### src/hdl/bfpm_pkg.sv
`default_nettype none
// ---------------------------------------------------------------------------
// bfpm_pkg
// Shared codes, payload types and controller/datapath command types for the
// buffer frame pin manager.
// ---------------------------------------------------------------------------
package bfpm_pkg;

	// operation codes on the request channel
	localparam logic [2:0] OP_PIN     = 3'd0;
	localparam logic [2:0] OP_UNPIN   = 3'd1;
	localparam logic [2:0] OP_ALLOC   = 3'd2;
	localparam logic [2:0] OP_DISPOSE = 3'd3;
	localparam logic [2:0] OP_FLUSH   = 3'd4;

	typedef enum logic [2:0] {
		ST_OK,
		ST_BAD_FILE,
		ST_ALL_PINNED,
		ST_NOT_FOUND,
		ST_NOT_PINNED,
		ST_PINNED,
		ST_DUPLICATE
	} status_t;

	typedef enum logic [3:0] {
		S_IDLE,
		S_DECODE,
		S_SCAN,
		S_FOUND,
		S_MISS,
		S_VICTIM,
		S_SET,
		S_FLUSH,
		S_FL_PIN,
		S_FL_END
	} state_t;

	// frame index source for a result
	typedef enum logic [1:0] {
		FS_NONE,
		FS_X,
		FS_V,
		FS_SC
	} fsel_t;

	// result source: freshly built or the held flush write-back
	typedef enum logic {
		SRC_NEW,
		SRC_PEND
	} src_t;

	typedef struct packed {
		logic [2:0]  op;
		logic [7:0]  file_id;
		logic [23:0] page_no;
		logic        mark_dirty;
		logic        keep_recent;
	} in_item_t;

	typedef struct packed {
		logic [2:0]  status;
		logic [3:0]  frame;
		logic        hit;
		logic        fetch;
		logic        wb_valid;
		logic [7:0]  wb_file;
		logic [23:0] wb_page;
		logic        last;
	} out_item_t;

	typedef struct packed {
		logic    load_in;
		logic    sc_clr;
		logic    sc_inc;
		logic    x_load;
		logic    take_vic;
		logic    set_v;
		logic    hit_upd;
		logic    unpin_upd;
		logic    ins_rear_v;
		logic    clr_x;
		logic    clr_sc;
		logic    pend_load;
		logic    pend_clr;
		logic    emit;
		src_t    src;
		status_t st;
		fsel_t   fsel;
		logic    hit;
		logic    fetch;
		logic    wb;
		logic    last;
	} cmd_t;

	typedef struct packed {
		logic [2:0] op;
		logic       file_zero;
		logic       match;
		logic       sc_last;
		logic       rear_empty;
		logic       x_pin_zero;
		logic       sc_fm;
		logic       sc_pinned;
		logic       sc_dirty;
		logic       pend_valid;
		logic       out_free;
	} stat_t;

endpackage
`default_nettype wire

### src/hdl/bfpm_req_if.sv
`default_nettype none
// ---------------------------------------------------------------------------
// bfpm_req_if
// Request channel: valid/ready handshake with one operation per transfer.
// ---------------------------------------------------------------------------
interface bfpm_req_if;
	logic        valid;
	logic        ready;
	logic [2:0]  op;
	logic [7:0]  file_id;
	logic [23:0] page_no;
	logic        mark_dirty;
	logic        keep_recent;

	modport source(output valid, op, file_id, page_no, mark_dirty, keep_recent,
		input ready);
	modport sink(input valid, op, file_id, page_no, mark_dirty, keep_recent,
		output ready);
endinterface
`default_nettype wire

### src/hdl/bfpm_rsp_if.sv
`default_nettype none
// ---------------------------------------------------------------------------
// bfpm_rsp_if
// Result channel: valid/ready handshake with one result per transfer.
// ---------------------------------------------------------------------------
interface bfpm_rsp_if;
	logic        valid;
	logic        ready;
	logic [2:0]  status;
	logic [3:0]  frame;
	logic        hit;
	logic        fetch;
	logic        wb_valid;
	logic [7:0]  wb_file;
	logic [23:0] wb_page;
	logic        last;

	modport source(output valid, status, frame, hit, fetch, wb_valid, wb_file,
		wb_page, last, input ready);
	modport sink(input valid, status, frame, hit, fetch, wb_valid, wb_file,
		wb_page, last, output ready);
endinterface
`default_nettype wire

### src/hdl/bfpm_dpath.sv
`default_nettype none
// ---------------------------------------------------------------------------
// bfpm_dpath
// Frame tables, unpinned list links, scan counter and the result register.
// ---------------------------------------------------------------------------
module bfpm_dpath #(
	parameter int NUM_FRAMES = 16,
	parameter int PIN_BITS   = 8
) (
	input  wire                 clk,
	input  wire                 arst_n,
	input  bfpm_pkg::in_item_t  in_item,
	input  bfpm_pkg::cmd_t      cmd,
	output bfpm_pkg::stat_t     stat,
	output bfpm_pkg::out_item_t out_item,
	output logic                out_valid,
	input  wire                 out_ready
);
	localparam int IW = $clog2(NUM_FRAMES);
	localparam int LW = $clog2(NUM_FRAMES + 1);
	localparam logic [LW-1:0] SENT = LW'(NUM_FRAMES);
	localparam logic [PIN_BITS-1:0] PIN_MAX = {PIN_BITS{1'b1}};

	// latched request
	bfpm_pkg::in_item_t req_q;

	// frame tables
	logic [7:0]          tag_file_q  [NUM_FRAMES];
	logic [23:0]         tag_page_q  [NUM_FRAMES];
	logic [PIN_BITS-1:0] pin_q       [NUM_FRAMES];
	logic                dirty_q     [NUM_FRAMES];
	logic                valid_q     [NUM_FRAMES];
	logic [LW-1:0]       next_q      [NUM_FRAMES+1];
	logic [LW-1:0]       prior_q     [NUM_FRAMES+1];
	logic [LW-1:0]       rear_q;

	logic [IW-1:0] sc_q, x_q, v_q;
	logic          wbv_q;
	logic [7:0]    wbf_q;
	logic [23:0]   wbp_q;
	logic          pend_valid_q;
	logic [IW-1:0] pend_fr_q;
	logic [7:0]    pend_file_q;
	logic [23:0]   pend_page_q;

	logic                out_valid_q;
	bfpm_pkg::out_item_t out_q;

	logic [IW-1:0] rear_fr;
	logic          out_free;
	assign rear_fr  = rear_q[IW-1:0];
	assign out_free = !out_valid_q || out_ready;

	// status toward the controller
	always_comb begin
		stat.op         = req_q.op;
		stat.file_zero  = (req_q.file_id == 8'd0);
		stat.match      = valid_q[sc_q] && tag_file_q[sc_q] == req_q.file_id &&
			tag_page_q[sc_q] == req_q.page_no;
		stat.sc_last    = (sc_q == IW'(NUM_FRAMES - 1));
		stat.rear_empty = (rear_q == SENT);
		stat.x_pin_zero = (pin_q[x_q] == '0);
		stat.sc_fm      = valid_q[sc_q] && tag_file_q[sc_q] == req_q.file_id;
		stat.sc_pinned  = (pin_q[sc_q] != '0);
		stat.sc_dirty   = dirty_q[sc_q];
		stat.pend_valid = pend_valid_q;
		stat.out_free   = out_free;
	end

	// pick the one list edit of this cycle
	logic          lk_unlink, lk_front, lk_rear;
	logic [LW-1:0] lk_f, u_nx, u_pv, fr_pv, r_pv;
	always_comb begin
		lk_unlink = 1'b0;
		lk_front  = 1'b0;
		lk_rear   = 1'b0;
		lk_f      = SENT;
		if (cmd.take_vic) begin
			lk_unlink = 1'b1;
			lk_f      = rear_q;
		end else if (cmd.hit_upd && pin_q[x_q] == '0) begin
			lk_unlink = 1'b1;
			lk_f      = LW'(x_q);
		end else if (cmd.unpin_upd && pin_q[x_q] == PIN_BITS'(1)) begin
			lk_front  = req_q.keep_recent;
			lk_rear   = !req_q.keep_recent;
			lk_f      = LW'(x_q);
		end else if (cmd.ins_rear_v) begin
			lk_rear   = 1'b1;
			lk_f      = LW'(v_q);
		end
		u_nx  = next_q[lk_f];
		u_pv  = prior_q[lk_f];
		fr_pv = prior_q[SENT];
		r_pv  = prior_q[rear_q];
	end

	// apply list edits
	always_ff @(posedge clk or negedge arst_n) begin
		if (!arst_n) begin
			for (int i = 0; i < NUM_FRAMES; i++) begin
				next_q[i]  <= LW'(i + 1);
				prior_q[i] <= (i == 0) ? SENT : LW'(i - 1);
			end
			next_q[NUM_FRAMES]  <= '0;
			prior_q[NUM_FRAMES] <= LW'(NUM_FRAMES - 1);
			rear_q              <= '0;
		end else if (lk_unlink) begin
			if (rear_q == lk_f) begin
				rear_q <= u_nx;
			end
			next_q[u_pv]  <= u_nx;
			prior_q[u_nx] <= u_pv;
		end else if (lk_front) begin
			next_q[lk_f]   <= SENT;
			prior_q[lk_f]  <= fr_pv;
			next_q[fr_pv]  <= lk_f;
			prior_q[SENT]  <= lk_f;
			if (rear_q == SENT) begin
				rear_q <= lk_f;
			end
		end else if (lk_rear) begin
			next_q[lk_f]    <= rear_q;
			prior_q[lk_f]   <= r_pv;
			next_q[r_pv]    <= lk_f;
			prior_q[rear_q] <= lk_f;
			rear_q          <= lk_f;
		end
	end

	// valid marks
	always_ff @(posedge clk or negedge arst_n) begin
		if (!arst_n) begin
			for (int i = 0; i < NUM_FRAMES; i++) begin
				valid_q[i] <= 1'b0;
			end
		end else begin
			if (cmd.take_vic) begin
				valid_q[rear_fr] <= 1'b0;
			end
			if (cmd.set_v) begin
				valid_q[v_q] <= 1'b1;
			end
			if (cmd.clr_x) begin
				valid_q[x_q] <= 1'b0;
			end
			if (cmd.clr_sc) begin
				valid_q[sc_q] <= 1'b0;
			end
		end
	end

	// tags, pin counts, dirty marks
	always_ff @(posedge clk) begin
		if (cmd.set_v) begin
			tag_file_q[v_q] <= req_q.file_id;
			tag_page_q[v_q] <= req_q.page_no;
			pin_q[v_q]      <= PIN_BITS'(1);
			dirty_q[v_q]    <= 1'b0;
		end
		if (cmd.hit_upd && pin_q[x_q] != PIN_MAX) begin
			pin_q[x_q] <= pin_q[x_q] + PIN_BITS'(1);
		end
		if (cmd.unpin_upd) begin
			pin_q[x_q] <= pin_q[x_q] - PIN_BITS'(1);
			if (req_q.mark_dirty) begin
				dirty_q[x_q] <= 1'b1;
			end
		end
	end

	// request latch, scan counter, victim and write-back capture
	always_ff @(posedge clk) begin
		if (cmd.load_in) begin
			req_q <= in_item;
		end
		if (cmd.sc_clr) begin
			sc_q <= '0;
		end else if (cmd.sc_inc) begin
			sc_q <= sc_q + IW'(1);
		end
		if (cmd.x_load) begin
			x_q <= sc_q;
		end
		if (cmd.take_vic) begin
			v_q   <= rear_fr;
			wbv_q <= valid_q[rear_fr] && dirty_q[rear_fr];
			wbf_q <= (valid_q[rear_fr] && dirty_q[rear_fr]) ? tag_file_q[rear_fr] : 8'd0;
			wbp_q <= (valid_q[rear_fr] && dirty_q[rear_fr]) ? tag_page_q[rear_fr] : 24'd0;
		end
		if (cmd.pend_load) begin
			pend_fr_q   <= sc_q;
			pend_file_q <= tag_file_q[sc_q];
			pend_page_q <= tag_page_q[sc_q];
		end
	end

	// held flush write-back
	always_ff @(posedge clk or negedge arst_n) begin
		if (!arst_n) begin
			pend_valid_q <= 1'b0;
		end else if (cmd.pend_load) begin
			pend_valid_q <= 1'b1;
		end else if (cmd.pend_clr) begin
			pend_valid_q <= 1'b0;
		end
	end

	// assemble the result
	logic [IW-1:0]       fr_idx;
	logic [IW+3:0]       fr_ext;
	bfpm_pkg::out_item_t res;
	always_comb begin
		unique case (cmd.fsel)
			bfpm_pkg::FS_X:  fr_idx = x_q;
			bfpm_pkg::FS_V:  fr_idx = v_q;
			bfpm_pkg::FS_SC: fr_idx = sc_q;
			default:         fr_idx = '0;
		endcase
		if (cmd.src == bfpm_pkg::SRC_PEND) begin
			fr_ext       = {4'b0, pend_fr_q};
			res.status   = bfpm_pkg::ST_OK;
			res.hit      = 1'b0;
			res.fetch    = 1'b0;
			res.wb_valid = 1'b1;
			res.wb_file  = pend_file_q;
			res.wb_page  = pend_page_q;
		end else begin
			fr_ext       = {4'b0, fr_idx};
			res.status   = cmd.st;
			res.hit      = cmd.hit;
			res.fetch    = cmd.fetch;
			res.wb_valid = cmd.wb && wbv_q;
			res.wb_file  = cmd.wb ? wbf_q : 8'd0;
			res.wb_page  = cmd.wb ? wbp_q : 24'd0;
		end
		res.frame = fr_ext[3:0];
		res.last  = cmd.last;
	end

	// output register
	always_ff @(posedge clk or negedge arst_n) begin
		if (!arst_n) begin
			out_valid_q <= 1'b0;
		end else if (cmd.emit) begin
			out_valid_q <= 1'b1;
		end else if (out_ready) begin
			out_valid_q <= 1'b0;
		end
	end

	always_ff @(posedge clk) begin
		if (cmd.emit) begin
			out_q <= res;
		end
	end

	assign out_valid = out_valid_q;
	assign out_item  = out_q;
endmodule
`default_nettype wire

### src/hdl/bfpm_ctrl.sv
`default_nettype none
// ---------------------------------------------------------------------------
// bfpm_ctrl
// Operation sequencer: decodes one request, steers the scan, victim take,
// list edits and result transfers of the datapath.
// ---------------------------------------------------------------------------
module bfpm_ctrl (
	input  wire              clk,
	input  wire              arst_n,
	input  wire              req_valid,
	output logic             req_ready,
	input  bfpm_pkg::stat_t  stat,
	output bfpm_pkg::cmd_t   cmd
);
	bfpm_pkg::state_t state_q, state_d;

	always_ff @(posedge clk or negedge arst_n) begin
		if (!arst_n) begin
			state_q <= bfpm_pkg::S_IDLE;
		end else begin
			state_q <= state_d;
		end
	end

	// next state
	always_comb begin
		state_d = state_q;
		unique case (state_q)
			bfpm_pkg::S_IDLE: begin
				if (req_valid) state_d = bfpm_pkg::S_DECODE;
			end
			bfpm_pkg::S_DECODE: begin
				if (stat.op > bfpm_pkg::OP_FLUSH || stat.file_zero) begin
					if (stat.out_free) state_d = bfpm_pkg::S_IDLE;
				end else if (stat.op == bfpm_pkg::OP_ALLOC) begin
					state_d = bfpm_pkg::S_VICTIM;
				end else if (stat.op == bfpm_pkg::OP_FLUSH) begin
					state_d = bfpm_pkg::S_FLUSH;
				end else begin
					state_d = bfpm_pkg::S_SCAN;
				end
			end
			bfpm_pkg::S_SCAN: begin
				if (stat.match) state_d = bfpm_pkg::S_FOUND;
				else if (stat.sc_last) state_d = bfpm_pkg::S_MISS;
			end
			bfpm_pkg::S_FOUND, bfpm_pkg::S_SET: begin
				if (stat.out_free) state_d = bfpm_pkg::S_IDLE;
			end
			bfpm_pkg::S_MISS: begin
				if (stat.op == bfpm_pkg::OP_PIN) state_d = bfpm_pkg::S_VICTIM;
				else if (stat.out_free) state_d = bfpm_pkg::S_IDLE;
			end
			bfpm_pkg::S_VICTIM: begin
				if (stat.rear_empty) begin
					if (stat.out_free) state_d = bfpm_pkg::S_IDLE;
				end else if (stat.op == bfpm_pkg::OP_PIN) begin
					state_d = bfpm_pkg::S_SET;
				end else begin
					state_d = bfpm_pkg::S_SCAN;
				end
			end
			bfpm_pkg::S_FLUSH: begin
				if (stat.sc_fm && stat.sc_pinned) begin
					state_d = bfpm_pkg::S_FL_PIN;
				end else if (stat.sc_fm && stat.sc_dirty && stat.pend_valid &&
					!stat.out_free) begin
					state_d = bfpm_pkg::S_FLUSH;
				end else if (stat.sc_last) begin
					state_d = bfpm_pkg::S_FL_END;
				end
			end
			bfpm_pkg::S_FL_PIN: begin
				if (stat.out_free && !stat.pend_valid) state_d = bfpm_pkg::S_IDLE;
			end
			bfpm_pkg::S_FL_END: begin
				// the final transfer is either the held write-back or the status
				if (stat.out_free) state_d = bfpm_pkg::S_IDLE;
			end
			default: state_d = bfpm_pkg::S_IDLE;
		endcase
	end

	// commands
	always_comb begin
		cmd       = '0;
		req_ready = 1'b0;
		unique case (state_q)
			bfpm_pkg::S_IDLE: begin
				req_ready   = 1'b1;
				cmd.load_in = req_valid;
			end
			bfpm_pkg::S_DECODE: begin
				cmd.sc_clr = 1'b1;
				cmd.last   = 1'b1;
				if (stat.op > bfpm_pkg::OP_FLUSH) begin
					cmd.emit = stat.out_free;
					cmd.st   = bfpm_pkg::ST_OK;
				end else if (stat.file_zero) begin
					cmd.emit = stat.out_free;
					cmd.st   = bfpm_pkg::ST_BAD_FILE;
				end
			end
			bfpm_pkg::S_SCAN: begin
				cmd.x_load = stat.match;
				cmd.sc_inc = !stat.match && !stat.sc_last;
			end
			bfpm_pkg::S_FOUND: begin
				cmd.fsel = bfpm_pkg::FS_X;
				cmd.last = 1'b1;
				if (stat.out_free) begin
					cmd.emit = 1'b1;
					unique case (stat.op)
						bfpm_pkg::OP_PIN: begin
							cmd.hit_upd = 1'b1;
							cmd.hit     = 1'b1;
							cmd.st      = bfpm_pkg::ST_OK;
						end
						bfpm_pkg::OP_UNPIN: begin
							cmd.unpin_upd = !stat.x_pin_zero;
							cmd.st = stat.x_pin_zero ? bfpm_pkg::ST_NOT_PINNED
								: bfpm_pkg::ST_OK;
						end
						bfpm_pkg::OP_DISPOSE: begin
							cmd.clr_x = stat.x_pin_zero;
							cmd.st = stat.x_pin_zero ? bfpm_pkg::ST_OK
								: bfpm_pkg::ST_PINNED;
						end
						default: begin
							cmd.ins_rear_v = 1'b1;
							cmd.wb         = 1'b1;
							cmd.st         = bfpm_pkg::ST_DUPLICATE;
						end
					endcase
				end
			end
			bfpm_pkg::S_MISS: begin
				cmd.last = 1'b1;
				if (stat.op == bfpm_pkg::OP_ALLOC) begin
					cmd.emit  = stat.out_free;
					cmd.set_v = stat.out_free;
					cmd.fsel  = bfpm_pkg::FS_V;
					cmd.wb    = 1'b1;
					cmd.st    = bfpm_pkg::ST_OK;
				end else if (stat.op != bfpm_pkg::OP_PIN) begin
					cmd.emit = stat.out_free;
					cmd.st   = bfpm_pkg::ST_NOT_FOUND;
				end
			end
			bfpm_pkg::S_VICTIM: begin
				cmd.last = 1'b1;
				if (stat.rear_empty) begin
					cmd.emit = stat.out_free;
					cmd.st   = bfpm_pkg::ST_ALL_PINNED;
				end else begin
					cmd.take_vic = 1'b1;
					cmd.sc_clr   = 1'b1;
				end
			end
			bfpm_pkg::S_SET: begin
				cmd.emit  = stat.out_free;
				cmd.set_v = stat.out_free;
				cmd.fsel  = bfpm_pkg::FS_V;
				cmd.fetch = 1'b1;
				cmd.wb    = 1'b1;
				cmd.last  = 1'b1;
				cmd.st    = bfpm_pkg::ST_OK;
			end
			bfpm_pkg::S_FLUSH: begin
				cmd.src = bfpm_pkg::SRC_PEND;
				if (stat.sc_fm && stat.sc_pinned) begin
					cmd.sc_inc = 1'b0;
				end else if (stat.sc_fm && stat.sc_dirty) begin
					if (!stat.pend_valid || stat.out_free) begin
						cmd.emit      = stat.pend_valid;
						cmd.pend_load = 1'b1;
						cmd.clr_sc    = 1'b1;
						cmd.sc_inc    = !stat.sc_last;
					end
				end else begin
					cmd.clr_sc = stat.sc_fm;
					cmd.sc_inc = !stat.sc_last;
				end
			end
			bfpm_pkg::S_FL_PIN: begin
				if (stat.out_free) begin
					cmd.emit = 1'b1;
					if (stat.pend_valid) begin
						cmd.src      = bfpm_pkg::SRC_PEND;
						cmd.pend_clr = 1'b1;
					end else begin
						cmd.st   = bfpm_pkg::ST_PINNED;
						cmd.fsel = bfpm_pkg::FS_SC;
						cmd.last = 1'b1;
					end
				end
			end
			bfpm_pkg::S_FL_END: begin
				cmd.last = 1'b1;
				if (stat.out_free) begin
					cmd.emit = 1'b1;
					if (stat.pend_valid) begin
						cmd.src      = bfpm_pkg::SRC_PEND;
						cmd.pend_clr = 1'b1;
					end else begin
						cmd.st = bfpm_pkg::ST_OK;
					end
				end
			end
			default: begin
				cmd = '0;
			end
		endcase
	end
endmodule
`default_nettype wire

### src/hdl/buffer_frame_pin_manager.sv
`default_nettype none
// ---------------------------------------------------------------------------
// buffer_frame_pin_manager
// Page frame pool with pin counts, dirty marks and an unpinned frame list.
// ---------------------------------------------------------------------------
// One request is handled at a time. The tag lookup walks the frames one per
// cycle from frame 0 and stops at the first valid match; a pin miss then
// takes a victim from the rear of the unpinned list. Allocate takes the
// victim first, then walks the table and stops at a duplicate. Flush walks
// the frames once, giving one write-back transfer per dirty frame of the
// file, and stops early at a pinned frame of that file, which it reports. The
// result register decouples the two channels; a result waits there until the
// sink takes it, and the walk stalls only when a second result is due.
module buffer_frame_pin_manager #(
	parameter int NUM_FRAMES = 16,
	parameter int PIN_BITS   = 8
) (
	input  wire             clk,
	input  wire             arst_n,
	bfpm_req_if.sink        req,
	bfpm_rsp_if.source      rsp
);
	bfpm_pkg::cmd_t      cmd;
	bfpm_pkg::stat_t     stat;
	bfpm_pkg::in_item_t  in_item;
	bfpm_pkg::out_item_t out_item;
	logic                out_valid;

	// gather request payload
	always_comb begin
		in_item.op          = req.op;
		in_item.file_id     = req.file_id;
		in_item.page_no     = req.page_no;
		in_item.mark_dirty  = req.mark_dirty;
		in_item.keep_recent = req.keep_recent;
	end

	bfpm_ctrl u_ctrl (
		.clk       (clk),
		.arst_n    (arst_n),
		.req_valid (req.valid),
		.req_ready (req.ready),
		.stat      (stat),
		.cmd       (cmd)
	);

	bfpm_dpath #(
		.NUM_FRAMES (NUM_FRAMES),
		.PIN_BITS   (PIN_BITS)
	) u_dpath (
		.clk       (clk),
		.arst_n    (arst_n),
		.in_item   (in_item),
		.cmd       (cmd),
		.stat      (stat),
		.out_item  (out_item),
		.out_valid (out_valid),
		.out_ready (rsp.ready)
	);

	// drive result channel
	assign rsp.valid    = out_valid;
	assign rsp.status   = out_item.status;
	assign rsp.frame    = out_item.frame;
	assign rsp.hit      = out_item.hit;
	assign rsp.fetch    = out_item.fetch;
	assign rsp.wb_valid = out_item.wb_valid;
	assign rsp.wb_file  = out_item.wb_file;
	assign rsp.wb_page  = out_item.wb_page;
	assign rsp.last     = out_item.last;

`ifndef NO_ASSERTIONS
	// a result is never loaded over one still waiting
	a_emit_free: assert property (@(posedge clk) disable iff (!arst_n)
		cmd.emit |-> stat.out_free)
		else $error("result register overwritten");

	// a victim is only taken from a non-empty list
	a_victim_list: assert property (@(posedge clk) disable iff (!arst_n)
		cmd.take_vic |-> !stat.rear_empty)
		else $error("victim taken from empty list");

	// an accepted request occupies the block
	a_busy: assert property (@(posedge clk) disable iff (!arst_n)
		(req.valid && req.ready) |=> !req.ready)
		else $error("request accepted while busy");
`endif
endmodule
`default_nettype wire
### src/flat_wrapper.sv
// flat-port wrapper written by rule: the top's interface ports become plain ports
module buffer_frame_pin_manager_flat 
#(
	parameter int NUM_FRAMES = 16,
	parameter int PIN_BITS   = 8
)
  (clk, arst_n, req_valid, req_op, req_file_id, req_page_no, req_mark_dirty, req_keep_recent, req_ready, rsp_valid, rsp_status, rsp_frame, rsp_hit, rsp_fetch, rsp_wb_valid, rsp_wb_file, rsp_wb_page, rsp_last, rsp_ready);
  bfpm_req_if req_i ();
  bfpm_rsp_if rsp_i ();
  input  wire clk;
  input  wire arst_n;
  input wire logic [$bits(req_i.valid)-1:0] req_valid;
  input wire logic [$bits(req_i.op)-1:0] req_op;
  input wire logic [$bits(req_i.file_id)-1:0] req_file_id;
  input wire logic [$bits(req_i.page_no)-1:0] req_page_no;
  input wire logic [$bits(req_i.mark_dirty)-1:0] req_mark_dirty;
  input wire logic [$bits(req_i.keep_recent)-1:0] req_keep_recent;
  output wire logic [$bits(req_i.ready)-1:0] req_ready;
  output wire logic [$bits(rsp_i.valid)-1:0] rsp_valid;
  output wire logic [$bits(rsp_i.status)-1:0] rsp_status;
  output wire logic [$bits(rsp_i.frame)-1:0] rsp_frame;
  output wire logic [$bits(rsp_i.hit)-1:0] rsp_hit;
  output wire logic [$bits(rsp_i.fetch)-1:0] rsp_fetch;
  output wire logic [$bits(rsp_i.wb_valid)-1:0] rsp_wb_valid;
  output wire logic [$bits(rsp_i.wb_file)-1:0] rsp_wb_file;
  output wire logic [$bits(rsp_i.wb_page)-1:0] rsp_wb_page;
  output wire logic [$bits(rsp_i.last)-1:0] rsp_last;
  input wire logic [$bits(rsp_i.ready)-1:0] rsp_ready;
  assign req_i.valid = req_valid;
  assign req_i.op = req_op;
  assign req_i.file_id = req_file_id;
  assign req_i.page_no = req_page_no;
  assign req_i.mark_dirty = req_mark_dirty;
  assign req_i.keep_recent = req_keep_recent;
  assign req_ready = req_i.ready;
  assign rsp_valid = rsp_i.valid;
  assign rsp_status = rsp_i.status;
  assign rsp_frame = rsp_i.frame;
  assign rsp_hit = rsp_i.hit;
  assign rsp_fetch = rsp_i.fetch;
  assign rsp_wb_valid = rsp_i.wb_valid;
  assign rsp_wb_file = rsp_i.wb_file;
  assign rsp_wb_page = rsp_i.wb_page;
  assign rsp_last = rsp_i.last;
  assign rsp_i.ready = rsp_ready;
  buffer_frame_pin_manager #(.NUM_FRAMES(NUM_FRAMES), .PIN_BITS(PIN_BITS)) u_core (.clk(clk), .arst_n(arst_n), .req(req_i), .rsp(rsp_i));
endmodule
### config.mk
export PLATFORM = sky130hd
export DESIGN_NAME = buffer_frame_pin_manager_flat
export DESIGN_NICKNAME = d
export VERILOG_FILES = /design/src/hdl/bfpm_pkg.sv /design/src/hdl/bfpm_req_if.sv /design/src/hdl/bfpm_rsp_if.sv /design/src/hdl/bfpm_dpath.sv /design/src/hdl/bfpm_ctrl.sv /design/src/hdl/buffer_frame_pin_manager.sv /design/src/flat_wrapper.sv
export SDC_FILE = /design/constraint.sdc
export NUM_CORES = 2
export LEC_CHECK = 0
export ABC_AREA = 1
export ABC_CLOCK_PERIOD_IN_PS = 12100
export BUFFER_PORTS_ARGS = -buffer_cell sky130_fd_sc_hd__buf_2
export CAP_MARGIN = 20
export CORE_ASPECT_RATIO = 1.75
export CORE_UTILIZATION = 55
export CTS_CLUSTER_DIAMETER = 120
export DETAILED_ROUTE_END_ITERATION = 10
export HOLD_SLACK_MARGIN = 0.08
export PLACE_DENSITY = 0.71
export SLEW_MARGIN = 15
export SYNTH_ARGS = -nofsm -noshare
export SYNTH_HDL_FRONTEND = slang
export SYNTH_SLANG_ARGS = --single-unit
### constraint.sdc
create_clock -name clk -period 12.1 [get_ports clk]
set_input_delay 1.815 -clock clk [delete_from_list [all_inputs] [get_ports clk]]
set_output_delay 1.815 -clock clk [all_outputs]
set_load 0.01 [all_outputs]
==> flow_summary.toml <==
[logic_synthesis]
yosysMostFrequentCell = "nand2_1"
synth_top_family_by_area = "simple AND/OR/NAND/NOR gates"
ys_async_sr_fraction = 0.193
synth-simple-area-share = 0.225
ys.flop_type = "edfxtp_1"
yosysUniqueCellTypes = 70
synth_fa_ha_area_frac = 0.00156
syn-num-nets = 6546
synth_common_cells = "nand2_1, edfxtp_1, o21ai_0"
synth_mux_area_frac = 0
synthXorXnorAreaFrac = 0.00374
yosys.area.top_type = "edfxtp_1"
yosysWarnings = 0
synth_compound_area_frac = 0.180
synthCells = 6498
yosysSeqAreaShare = 0.527
yosysTopAreaCellShare = 0.434
avgSynthCellArea_um2 = 8.66
syn-cell-area_mm2 = 0.0563
synth-edff-count = 813
ys_top_cells_by_area = "edfxtp_1, nand2_1, o21ai_0, dfrtp_1, nand3_1"
synth-seq-cells = 1022

[clocking]
clockRootBuffer = "clkbuf_16"
cts_buffers = 96
cts_setup_buffers = 0
holdBufCountCts = 0
cts.path.max_buffers = 3
worstSkewPairLatency_ns = 0.77
cts_tree = "yes"
cts_resized = 0
path_clk_slew_ns = 0.06
cts_max_level = 3
cts.sinks = 1022

[route]
viasPerCell = 6.87
drtAntennaViolNets = 0
vias = 53400
wl_per_cell_um = 30.6
dr.pass1.iters = 9
drt-total-wl_um = 238000
drc_errors = 0
drtIter0Drc = 6908

[sta]
maxSlewHeadroom = 0.118
slew_viol_final = 0
setup_viol = 0
setup_tns_ns = 0
hold_viol_final = 0
min_period_ns = 8.24
rsz0062_at_grt = "no"
hold_slack_ns = 0.474
fin_crit_sh = 0.681
tightest_slew_ns = 1.32
fmaxAchievable_mhz = 121
skew_ns = 0.0569

[worst_setup_path]
crit_path_start_kind = "register"
arrival_ns = 8.90
cpMostUsedCell = "nand2_1"
cp.required_ns = 12.76
r2r_end = "u_core.u_dpath.prior_q[53]"
reg2reg_depth = 28
worst_setup_path_end_kind = "register"
crit_type = "register to register"
crit_path_top_delay_cell = "inv_1"
r2r_setup_slack_ns = 3.86
crit_fanout = 55
slowest_delay_ns = 0.78

[pwr]
power.density_mw_per_mm2 = 230
leakage_nw = 22.9
ir_worst_vdd_mv = 0.299

[worst_hold_path]
min_from = "u_core.u_dpath.prior_q[38]"
holdPathEnd = "u_core.u_dpath.prior_q[38]"
min_path_type = "register to register"
whs_path_depth = 2

[final_layout]
layout.cells.non_filler = 7773
design_area_mm2 = 0.0610
multiInputGateArea_mm2 = 0.0234
drive_above_1_share = 0.0933
finalNetCount = 6409
seqCellArea_mm2 = 0.0297
area_growth_pct = 8.46
fillers = 8729

[floorplan]
io_pins = 86
die_area_mm2 = 0.104
initial_core_util = 0.557
core_mm2 = 0.101
rows = 154
fp.dieH_um = 425
die_w_um = 244

[placement]
io_buffer_count = 85
place_inst = 7587
dp_hpwl_um = 144000
dpl_cell_area_mm2 = 0.0578
place_congestion = 1.06

[grt]
gr-total-overflow = 0
use_met1 = 0.485
antenna_found_initial = 6
met3_usage = 0.113
grtUsageMet2 = 0.731
grt.busiest_layer = "met2"
grt_use_total = 0.454
grt_pass1_wl_um = 342000
grt_max_degree = 145
grt_pass1_vias = 51500

[status]
status = "complete, no violations"

[run]
maxCapViolations = 0
## worst max path at each step
| stage | from | end | depth (start not counted) |
|---|---|---|---|
| floorplan | req_valid | u_core.u_dpath.req_q[0] | 2 |
| global placement | rsp_ready | u_core.u_dpath.prior_q[51] | 25 |
| detailed placement | rsp_ready | u_core.u_dpath.prior_q[51] | 25 |
| CTS | register | u_core.u_dpath.prior_q[51] | 28 |
| global route | register | u_core.u_dpath.prior_q[53] | 28 |
| finish | register | u_core.u_dpath.prior_q[53] | 28 |
## sequential cells by signal (all words and copies together), names as in the netlist, 4 cells and up, named ones only
signal and count:
u_core.u_ctrl.state_q 4, u_core.u_dpath.wbf_q 8, u_core.u_dpath.next_q 85, u_core.u_dpath.rear_q 5, u_core.u_dpath.pend_page_q 24, u_core.u_dpath.wbp_q 24
u_core.u_dpath.dirty_q 16, u_core.u_dpath.fr_pv 5, u_core.u_dpath.pend_file_q 8, u_core.u_dpath.x_q 4, u_core.u_dpath.v_q 4, u_core.u_dpath.pend_fr_q 4
u_core.u_dpath.tag_file_q 128, u_core.u_dpath.prior_q 80, u_core.u_dpath.sc_q 4, u_core.u_dpath.req_q 34, u_core.u_dpath.out_item 43, u_core.u_dpath.pin_q 128
u_core.u_dpath.valid_q 16, u_core.u_dpath.tag_page_q 384
## per-stage QoR
step / power (mW) / setup WS, ns / util
CTS: 13.7 / 4.46 / 0.604
finish: 14.1 / 3.86 / 0.605
floorplan: 8.14 / 7.20 / -
detailed placement: 10.6 / 4.32 / 0.573
global route: 14.4 / 3.68 / 0.604
global placement: 10.5 / 4.40 / 0.572
## layout by cell type (no fill, tap or decap), types with 15 or more instances in the layout
cell	n
a21boi_0	40
a21oi_1	139
a221oi_1	39
a22oi_1	317
a31oi_1	39
buf_2	84
buf_4	116
clkbuf_16	97
clkinv_1	35
clkinv_2	24
dfrtp_1	131
dfstp_2	66
edfxtp_1	813
inv_1	384
inv_2	36
nand2_1	1470
nand2_2	24
nand3_1	546
nand4_1	97
nor2_1	552
nor2_2	22
nor2_4	44
nor3_1	145
o211ai_1	68
o21ai_0	674
o21ai_1	35
o221ai_1	111
o22ai_1	22
o31ai_1	74
xnor2_1	15
## final cells by class
type / count / share of cell area
repair buffers: 208 / 0.0236
clock inverters: 66 / 0.0108
multi-input cells: 4590 / 0.383
clock buffers: 112 / 0.0410
well taps: 1326 / 0.0272
diodes: 6 / 0.000246
flip-flops and latches: 1022 / 0.486
inverters: 443 / 0.0276
## routing by layer
layer,part of all wire,vias up
li1,-,22800
met4,0.11,8
met5,0.00035,-
met3,0.11,1356
met2,0.46,3987
met1,0.31,25200
## worst max-delay path, delay by kind of cell, from the launching register on
kind / cells / cell delay (ns)
buffers and inverters: 8 / 3.28
adders and majority gates: 1 / 0.19
DFF: 1 / 0.31
AOI/OAI and AO/OA: 4 / 1.08
and+or+nand+nor: 15 / 3.22
## logic make-up (layout without fill, tap and decap cells)
| kind of cell | Yosys count | count (layout) |
|---|---|---|
| other cells | 0 | 6 |
| buf+inv | 886 | 829 |
| flops | 1022 | 1022 |
| simple gates | 2949 | 2949 |
| fa+ha+maj | 7 | 7 |
| compound gates | 1610 | 1610 |
| xor+xnor | 24 | 24 |
## power by group
part | switching, mW | leakage (nW) | internal [mW]
logic | 4.66 | 11.4 | 1.52
clock network | 1.43 | 1.53 | 1.69
registers | 0.424 | 9.94 | 4.33
total | 6.52 | 22.9 | 7.54
Note: power is estimated with default switching activity, not from simulation.
